<file path="src/sv/stb_pkg.sv">
// shared types and constants of the timer bank
package stb_pkg;

   localparam logic [2:0] CMD_TICK   = 3'd0;
   localparam logic [2:0] CMD_CREATE = 3'd1;
   localparam logic [2:0] CMD_DELETE = 3'd2;
   localparam logic [2:0] CMD_START  = 3'd3;
   localparam logic [2:0] CMD_STOP   = 3'd4;
   localparam logic [2:0] CMD_PERIOD = 3'd5;
   localparam logic [2:0] CMD_QUERY  = 3'd6;

   localparam int unsigned EVENT_CAP = 64;
   localparam int unsigned SLOT_W    = 5;

   localparam logic KIND_STATUS = 1'b0;
   localparam logic KIND_FIRED  = 1'b1;

   // command from controller to datapath
   typedef struct packed {
      logic load_req;    // capture request fields
      logic exec_cmd;    // apply a non-tick command to the slot store
      logic tick_inc;    // advance the tick counter
      logic sweep_clear; // reset the sweep index and fired flag
      logic sweep_step;  // examine the slot at the sweep index
      logic emit_status; // load a status result into the output register
      logic emit_idle;   // load the no-firing tick result
   } stb_cmd_type;

   // status from datapath to controller
   typedef struct packed {
      logic is_tick;
      logic sweep_end;   // current slot is the last of a sweep
      logic fires;       // current slot fires
      logic any_fired;   // something fired in this sweep
      logic cap_hit;     // event count reached the cap
      logic none_fired;  // no event at all this step
   } stb_sts_type;

endpackage

</file>
<file path="src/sv/stb_datapath.sv">
// slot store, tick counter, sweep index and result builder of the timer bank
module stb_datapath #(
   parameter int unsigned NUM_TIMERS = 32
) (
   input  logic                clock,
   input  logic                reset,
   input  stb_pkg::stb_cmd_type cmd,
   output stb_pkg::stb_sts_type sts,
   input  logic [2:0]          req_command,
   input  logic [4:0]          req_timer_index,
   input  logic [31:0]         req_period,
   input  logic                req_reload_mode,
   output logic                res_load,
   output logic [39:0]         res_data,
   output logic                res_last
);
   import stb_pkg::*;

   localparam int unsigned IW = (NUM_TIMERS > 1) ? $clog2(NUM_TIMERS) : 1;

   logic [31:0] period_ff [NUM_TIMERS];
   logic [31:0] due_ff    [NUM_TIMERS];
   logic [NUM_TIMERS-1:0] reload_ff, active_ff, used_ff;
   logic [NUM_TIMERS-1:0] active_in, used_in;

   logic [31:0] tick_ff;
   logic [2:0]  cmd_ff;
   logic [4:0]  idx_ff;
   logic [31:0] per_ff;
   logic        rl_ff;
   logic [IW-1:0] sw_ff;
   logic        fired_ff;
   logic [6:0]  nev_ff;
   logic        st_ff;

   logic          valid;
   logic [IW-1:0] ci;
   logic          used;
   logic          st;
   logic          st_ok;
   logic [31:0]   diff;
   logic          fires;
   logic [31:0]   step;
   logic          act_after;

   // request capture, command status taken from the flags before the update
   always_ff @(posedge clock) begin
      if (cmd.load_req) begin
         cmd_ff <= req_command;
         idx_ff <= req_timer_index;
         per_ff <= req_period;
         rl_ff  <= req_reload_mode;
      end
      if (cmd.exec_cmd) st_ff <= !st_ok;
   end

   assign valid = ({27'd0, idx_ff} < NUM_TIMERS);
   assign ci    = idx_ff[IW-1:0];
   assign used  = valid && used_ff[ci];

   // firing test of the swept slot
   assign diff  = tick_ff - due_ff[sw_ff];
   assign fires = used_ff[sw_ff] && active_ff[sw_ff] && !diff[31];
   assign step  = (period_ff[sw_ff] == 32'd0) ? 32'd1 : period_ff[sw_ff];

   // flag updates
   always_comb begin
      active_in = active_ff;
      used_in   = used_ff;
      if (cmd.exec_cmd && valid) begin
         case (cmd_ff)
            CMD_CREATE: begin
               active_in[ci] = 1'b0;
               used_in[ci]   = 1'b1;
            end
            CMD_DELETE: if (used) begin
               active_in[ci] = 1'b0;
               used_in[ci]   = 1'b0;
            end
            CMD_START, CMD_PERIOD: if (used) active_in[ci] = 1'b1;
            CMD_STOP: if (used) active_in[ci] = 1'b0;
            default: ;
         endcase
      end
      if (cmd.sweep_step && fires && !reload_ff[sw_ff]) active_in[sw_ff] = 1'b0;
   end

   always_ff @(posedge clock) begin
      if (reset) begin
         active_ff <= '0;
         used_ff   <= '0;
         reload_ff <= '0;
         tick_ff   <= '0;
         fired_ff  <= 1'b0;
         nev_ff    <= '0;
         sw_ff     <= '0;
      end else begin
         active_ff <= active_in;
         used_ff   <= used_in;
         if (cmd.exec_cmd && valid && cmd_ff == CMD_CREATE) reload_ff[ci] <= rl_ff;
         // event count of the step
         if (cmd.tick_inc) begin
            tick_ff <= tick_ff + 32'd1;
            nev_ff  <= '0;
         end else if (cmd.sweep_step && fires) begin
            nev_ff  <= nev_ff + 7'd1;
         end
         if (cmd.sweep_clear) begin
            sw_ff    <= '0;
            fired_ff <= 1'b0;
         end else if (cmd.sweep_step) begin
            sw_ff <= sts.sweep_end ? '0 : sw_ff + IW'(1);
            if (fires) fired_ff <= 1'b1;
         end
      end
   end

   // period and due stores
   always_ff @(posedge clock) begin
      if (reset) begin
         for (int i = 0; i < NUM_TIMERS; i++) begin
            period_ff[i] <= '0;
            due_ff[i]    <= '0;
         end
      end else if (cmd.exec_cmd && valid) begin
         case (cmd_ff)
            CMD_CREATE: begin
               period_ff[ci] <= per_ff;
               due_ff[ci]    <= '0;
            end
            CMD_START: if (used) due_ff[ci] <= tick_ff + period_ff[ci];
            CMD_PERIOD: if (used) begin
               period_ff[ci] <= per_ff;
               due_ff[ci]    <= tick_ff + per_ff;
            end
            default: ;
         endcase
      end else if (cmd.sweep_step && fires && reload_ff[sw_ff]) begin
         due_ff[sw_ff] <= due_ff[sw_ff] + step;
      end
   end

   // status to the controller
   assign sts.is_tick    = (cmd_ff == CMD_TICK);
   assign sts.sweep_end  = ({{(32-IW){1'b0}}, sw_ff} == NUM_TIMERS - 1);
   assign sts.fires      = fires;
   assign sts.any_fired  = fired_ff || fires;
   assign sts.cap_hit    = (nev_ff == 7'(EVENT_CAP));
   assign sts.none_fired = (nev_ff == 7'd0);

   // result assembly, the is_active field of status results uses flags already updated
   always_comb begin
      case (cmd_ff)
         CMD_CREATE: st_ok = valid;
         CMD_DELETE, CMD_START, CMD_STOP, CMD_PERIOD: st_ok = used;
         CMD_QUERY: st_ok = used && active_ff[ci];
         default: st_ok = 1'b0;
      endcase
   end
   assign st = st_ff;
   assign act_after = fires && reload_ff[sw_ff];

   always_comb begin
      res_load = 1'b0;
      res_last = 1'b0;
      res_data = '0;
      if (cmd.emit_status) begin
         res_load = 1'b1;
         res_last = 1'b1;
         res_data = {tick_ff, valid && used_ff[ci] && active_ff[ci], st, idx_ff, KIND_STATUS};
      end else if (cmd.emit_idle) begin
         res_load = 1'b1;
         res_last = 1'b1;
         res_data = {tick_ff, 1'b0, 1'b0, 5'd0, KIND_STATUS};
      end else if (cmd.sweep_step && fires) begin
         res_load = 1'b1;
         res_last = (nev_ff == 7'(EVENT_CAP - 1)) ||
                    (sts.sweep_end && !fired_ff && 1'b0);
         res_data = {tick_ff, act_after, 1'b0, 5'(sw_ff), KIND_FIRED};
      end
   end

endmodule

</file>
<file path="src/sv/stb_control.sv">
// sequencer of the timer bank: command execution and tick sweeps
module stb_control (
   input  logic                clock,
   input  logic                reset,
   input  logic                req_tvalid,
   output logic                req_tready,
   input  logic                out_free,
   input  stb_pkg::stb_sts_type sts,
   output stb_pkg::stb_cmd_type cmd
);
   import stb_pkg::*;

   localparam logic [2:0] S_IDLE  = 3'd0;
   localparam logic [2:0] S_EXEC  = 3'd1;
   localparam logic [2:0] S_STAT  = 3'd2;
   localparam logic [2:0] S_SWEEP = 3'd3;
   localparam logic [2:0] S_CHECK = 3'd4;
   localparam logic [2:0] S_IDLEV = 3'd5;

   logic [2:0] state_ff, state_in;

   assign req_tready = (state_ff == S_IDLE);

   always_comb begin
      state_in = state_ff;
      cmd      = '0;
      case (state_ff)
         S_IDLE: if (req_tvalid) begin
            cmd.load_req = 1'b1;
            state_in     = S_EXEC;
         end
         S_EXEC: begin
            if (sts.is_tick) begin
               cmd.tick_inc    = 1'b1;
               cmd.sweep_clear = 1'b1;
               state_in        = S_SWEEP;
            end else begin
               cmd.exec_cmd = 1'b1;
               state_in     = S_STAT;
            end
         end
         S_STAT: if (out_free) begin
            cmd.emit_status = 1'b1;
            state_in        = S_IDLE;
         end
         // one slot per cycle; a firing slot waits for the output register
         S_SWEEP: begin
            if (sts.cap_hit) begin
               state_in = S_CHECK;
            end else if (!sts.fires || out_free) begin
               cmd.sweep_step = 1'b1;
               if (sts.sweep_end) begin
                  state_in = sts.any_fired ? S_SWEEP : S_CHECK;
                  if (sts.any_fired) cmd.sweep_clear = 1'b1;
               end
            end
         end
         S_CHECK: state_in = sts.none_fired ? S_IDLEV : S_IDLE;
         S_IDLEV: if (out_free) begin
            cmd.emit_idle = 1'b1;
            state_in      = S_IDLE;
         end
         default: state_in = S_IDLE;
      endcase
   end

   always_ff @(posedge clock) begin
      if (reset) state_ff <= S_IDLE;
      else       state_ff <= state_in;
   end

endmodule

</file>
<file path="src/sv/software_timer_bank_unit.sv">
// top level of the timer bank: controller, datapath and output register
//
// Requests arrive on req_ (one command per transfer) and results leave on
// rsp_. A non-tick command gives one status result, valid on rsp_ after the
// EXEC and STAT states; the next request is taken once back in idle.
// A tick increments the tick counter, then sweeps the slots one per cycle
// unless a firing slot waits for the output register, repeating the sweep
// while anything fired; each firing gives one result and the final result
// of a step carries rsp_tlast. A tick where nothing fires gives a single
// result after one sweep. A tick with firings runs at least two sweeps;
// the event cap can end it early. One request is in work at a time.
// While the receiver stalls with the output register full, the sweep
// halts at the next firing slot and status results wait.
// Reset clears the tick counter and all slots to free and inactive, and
// empties the hold and output registers.
// Since the last result of a tick is only known at the end, firing results
// are held one deep and the tlast of the held result is set when the step
// ends; no request is taken while a result is held.
module software_timer_bank_unit #(
   parameter int unsigned NUM_TIMERS = 32
) (
   input  logic        clock,
   input  logic        reset,
   input  logic        req_tvalid,
   output logic        req_tready,
   // command[2:0], timer_index[7:3], period[39:8], reload mode[40], zeros
   input  logic [47:0] req_tdata,
   input  logic        rsp_tready,
   output logic        rsp_tvalid,
   // event_kind[0], slot_number[5:1], status[6], is_active[7], tick_now[39:8]
   output logic [39:0] rsp_tdata,
   output logic        rsp_tlast
);
   import stb_pkg::*;

   stb_cmd_type cmd;
   stb_sts_type sts;
   logic        res_load, res_last;
   logic [39:0] res_data;

   // hold stage: a firing result waits here until the next one or step end
   logic        hold_ff;
   logic [39:0] hold_data_ff;
   logic        ov_ff;
   logic [39:0] ov_data_ff;
   logic        ov_last_ff;
   logic        out_free;
   logic        flush;
   logic        ctrl_idle;

   stb_control u_ctrl (
      .clock, .reset, .req_tvalid(req_tvalid && !hold_ff), .req_tready(ctrl_idle),
      .out_free, .sts, .cmd
   );

   stb_datapath #(.NUM_TIMERS(NUM_TIMERS)) u_dp (
      .clock, .reset, .cmd, .sts,
      .req_command(req_tdata[2:0]), .req_timer_index(req_tdata[7:3]),
      .req_period(req_tdata[39:8]), .req_reload_mode(req_tdata[40]),
      .res_load, .res_data, .res_last
   );

   // input taken only when idle with nothing held
   assign req_tready = ctrl_idle && !hold_ff;
   // output register is free when empty or draining this cycle
   assign out_free = !ov_ff || rsp_tready;
   // step has ended: the held result moves out as the last one
   assign flush = hold_ff && ctrl_idle && out_free;

   always_ff @(posedge clock) begin
      if (reset) begin
         hold_ff <= 1'b0;
         ov_ff   <= 1'b0;
      end else begin
         if (res_load && (res_data[0] == KIND_STATUS)) begin
            ov_ff      <= 1'b1;
            ov_data_ff <= res_data;
            ov_last_ff <= res_last;
         end else if (res_load) begin
            if (hold_ff) begin
               ov_ff      <= 1'b1;
               ov_data_ff <= hold_data_ff;
               ov_last_ff <= 1'b0;
            end else if (rsp_tready) begin
               ov_ff      <= 1'b0;
            end
            hold_ff      <= 1'b1;
            hold_data_ff <= res_data;
         end else if (flush) begin
            ov_ff      <= 1'b1;
            ov_data_ff <= hold_data_ff;
            ov_last_ff <= 1'b1;
            hold_ff    <= 1'b0;
         end else if (rsp_tready) begin
            ov_ff      <= 1'b0;
         end
      end
   end

   assign rsp_tvalid = ov_ff;
   assign rsp_tdata  = ov_data_ff;
   assign rsp_tlast  = ov_last_ff;

endmodule
</file>
<file path="config.mk">
export PLATFORM = sky130hd
export DESIGN_NAME = software_timer_bank_unit
export DESIGN_NICKNAME = d
export VERILOG_FILES = /design/src/sv/stb_pkg.sv /design/src/sv/stb_datapath.sv /design/src/sv/stb_control.sv /design/src/sv/software_timer_bank_unit.sv
export SDC_FILE = /design/constraint.sdc
export NUM_CORES = 2
export LEC_CHECK = 0
export BUFFER_PORTS_ARGS = -buffer_cell sky130_fd_sc_hd__buf_2
export CORE_MARGIN = 5
export CORE_UTILIZATION = 55
export DETAILED_ROUTE_END_ITERATION = 6
export PLACE_DENSITY = 0.71
export SYNTH_ARGS = -nofsm -noshare
export SYNTH_HDL_FRONTEND = slang
export SYNTH_SLANG_ARGS = --single-unit
</file>
<file path="constraint.sdc">
create_clock -name clock -period 11.59 [get_ports clock]
set_input_delay 0.5795 -clock clock [delete_from_list [all_inputs] [get_ports clock]]
set_output_delay 0.5795 -clock clock [all_outputs]
set_load 0.01 [all_outputs]
</file>
==> results.json <==
{
  "status": "completed",
  "hold_viol": 0,
  "grt_overflow": 0,
  "post-synth-top-count-cell": "edfxtp_1",
  "place_congestion": 0.923,
  "ios": 95,
  "synth_edf_count": 2171,
  "drt-total-wl_mm": 373,
  "syn_nets": 8233,
  "seq_area_frac_synth_pct": 58.5,
  "relSlewSlack_pct": 10.6,
  "whs_endpoint": "hold_ff",
  "drive_gt1_share_pct": 24.0,
  "drt-initial-drc-count": 12900,
  "grtUsageTotal_pct": 33.3,
  "die_y_um": 471,
  "yosysWarningCount": 0,
  "ir_worst_vdd_mv": 0.151,
  "port_buffers": 87,
  "syn_avg_cell_area_um2": 14.5,
  "hp-class": "input pin to register",
  "cts.htree.levels": 4,
  "finalCritPeriodShare_pct": 78.2,
  "worstRegToRegCells": 20,
  "synth_area_um2": 117000,
  "path_class": "register to register",
  "netSwitchingPower_mw": 6.43,
  "seq_power_share_pct": 44.9,
  "fillerInstances": 15400,
  "holdPathStages": 4,
  "post_drt_wl_per_cell_um": 34.1,
  "clk_latency_ns": 0.92,
  "cts_buffers": 236,
  "cp.arrival_ns": 9.66,
  "grt_max_degree": 140,
  "route.vias.total": 75400,
  "synth_top_area_share_pct": 55.8,
  "finalPower_mw": 22.1,
  "powerDensity_nw_per_um2": 172,
  "dr.pass1.iters": 6,
  "final_core_util_pct": 60.8,
  "cts_num_sinks": 2327,
  "internal_power_mw": 15.7,
  "synth-seq-cells": 2327,
  "die_area_um2": 222000,
  "grt_pass1_vias": 74500,
  "tightest_slew_ns": 1.34,
  "cts_buffer_depth": 3,
  "dp_hpwl_mm": 216,
  "core_area_um2": 212000,
  "path_max_fanout": 53,
  "netlist_instances": 8047,
  "rsz0062_at_grt": "false",
  "leakage_nw": 43.3,
  "clkPwrFrac_pct": 34.2,
  "maxCapViolations": 0,
  "critPathRequiredTime_ns": 12.19,
  "worstSetupStartpointType": "register",
  "die_w_um": 471,
  "antenna_found_initial": 25,
  "area.growth.synth_to_final_pct": 10.3,
  "grt_pass1_wl_mm": 530,
  "p_comb_share_pct": 20.9,
  "drv_slew": 0,
  "critPathCaptureType": "register",
  "holdBufCountCts": 41,
  "min_period_ns": 9.06,
  "drc": 0,
  "fp-row-count": 169,
  "cts_root_buf": "clkbuf_16",
  "drt-vias-per-instance": 6.91,
  "start_util_pct": 55.2,
  "synth_area_leaders": "edfxtp_1 56%, mux4_2 19%, and2_1 5.5%",
  "postCtsSetupRepairBufs": 0,
  "fmax_ghz": 0.110,
  "path_clk_slew_ns": 0.06,
  "r2r-end": "u_dp.due_ff[20][30]",
  "yosysUniqueCellTypes": 84,
  "ant_nets": 0,
  "p_sw_share_pct": 29.0,
  "skew_ns": 0.0445,
  "setup-violations-final": 0,
  "async_flop_share_pct": 0,
  "cts_resized": 0,
  "synth_ff_type": "edfxtp_1",
  "min_from": "rsp_tready",
  "r2r_slack_ns": 2.53,
  "tritoncts": "built",
  "ys_top_cells_by_count": "2,171 x edfxtp_1, 1,116 x nor2_1, 1,024 x and2_1",
  "post-synth-top-area-cell": "edfxtp_1",
  "nNetsFinal": 8071,
  "setup_tns_ns": 0
}
-- worst max-delay path, stage by stage, from the launching register on --
cell	delay (ns)
dfxtp_4	1.04
buf_4	0.86
mux4_2	0.43
mux4_2	0.47
mux2i_1	1.00
and2_1	0.33
nand4b_1	0.24
o21ai_0	0.28
ha_1	0.24
inv_1	0.08
fa_1	0.51
nor2b_1	0.25
o31a_1	0.23
o2111ai_1	0.22
a21oi_1	0.69
a221o_1	0.38
a41oi_1	0.18
xnor2_1	0.16
nand2_1	0.07
o221a_2	0.85
nor2_1	0.13
-- kinds of logic after synthesis --
logic type	count (synthesis)	synth area share, %
flops	2327	58.5
buf+inv	821	2.90
mux	1105	20.1
compound gates	695	4.02
xor+xnor	119	0.899
simple gates	2845	12.2
fa+ha+maj	135	1.46
-- layout by cell type, fill, tap and decap left out, types with 30 or more instances in the layout --
| master | instances |
|---|---|
| clkinv_1 | 68 |
| ha_1 | 131 |
| mux4_2 | 977 |
| dfxtp_1 | 146 |
| a311oi_1 | 35 |
| dlygate4sd3_1 | 42 |
| nor2b_1 | 90 |
| buf_4 | 212 |
| clkbuf_16 | 239 |
| inv_1 | 61 |
| xnor2_1 | 60 |
| nor2_2 | 30 |
| o21ai_0 | 123 |
| nand2_2 | 32 |
| edfxtp_1 | 2171 |
| nand2_1 | 239 |
| nor2_1 | 1092 |
| a21o_1 | 41 |
| nor3_1 | 73 |
| nand3_1 | 88 |
| and2_1 | 1023 |
| a21oi_1 | 183 |
| a211oi_1 | 32 |
| mux2i_1 | 43 |
| mux2_2 | 82 |
| xor2_1 | 58 |
| buf_2 | 86 |
| clkinv_2 | 52 |
-- metal layers --
| metal | track usage (%) | vias to the layer above | routed length, um |
|---|---|---|---|
| li1 | - | 30200 | - |
| met1 | 46.8 | 38400 | 134000 |
| met2 | 49.0 | 5951 | 165000 |
| met3 | 9.86 | 805 | 55300 |
| met4 | 13.9 | 2 | 18200 |
| met5 | 0 | - | 9 |
-- final cells by class --
class | instances | area [um^2] | share of cell area, %
flip-flops and latches | 2327 | 68300 | 53.1
multi-input cells | 4899 | 46200 | 35.9
clock buffers | 273 | 6160 | 4.78
well taps | 2821 | 3530 | 2.74
repair buffers | 356 | 2760 | 2.15
clock inverters | 167 | 1450 | 1.13
inverters | 65 | 253 | 0.196
diodes | 12 | 30.0 | 0.0233
-- metrics by stage --
stage               setup slack (ns)  hold slack [ns]  instance area [um^2]  instances
global placement                2.94            0.448                121000      10400
floorplan                       3.12            0.433                117000       8047
detailed placement              2.83            0.448                121000      10400
global route                    2.34            0.202                129000      10900
finish                          2.53            0.186                129000      10900
CTS                             2.84          0.00619                129000      10900
-- sequential cells by signal, summed over array words and instances (netlist names), 3 cells and up, named ones only --
register,count
u_dp.ci,5
u_dp.cmd_ff,3
u_dp.nev_ff,7
u_dp.due_ff,1024
u_dp.reload_ff,32
u_dp.tick_ff,32
hold_data_ff,40
u_dp.active_ff,32
u_ctrl.state_ff,3
rsp_tdata,40
u_dp.sw_ff,5
u_dp.period_ff,1024
u_dp.per_ff,32
-- power groups by stage --
stage	clock network, mW	registers [mW]	logic [mW]
global route	7.96	9.98	4.83
global placement	0	10.1	4.52
CTS	7.60	9.93	4.59
detailed placement	0	10.1	4.57
finish	7.57	9.94	4.63
floorplan	0	9.80	3.29
-- worst max path at each step --
| stage | startpoint | to | slack (ns) | cells past startpoint |
|---|---|---|---|---|
| 5_1_grt | register | u_dp.due_ff[20][30] | 2.34 | 21 |
| 6_report | register | u_dp.due_ff[20][30] | 2.53 | 20 |
| 3_5_place_dp | register | u_dp.due_ff[20][30] | 2.83 | 21 |
| 4_1_cts | register | u_dp.due_ff[20][30] | 2.84 | 21 |
| 3_3_place_gp | register | u_dp.due_ff[0][16] | 2.94 | 21 |
| 2_1_floorplan | register | rsp_tdata[0] | 3.12 | 23 |
Power figures use the tool's default switching activity.
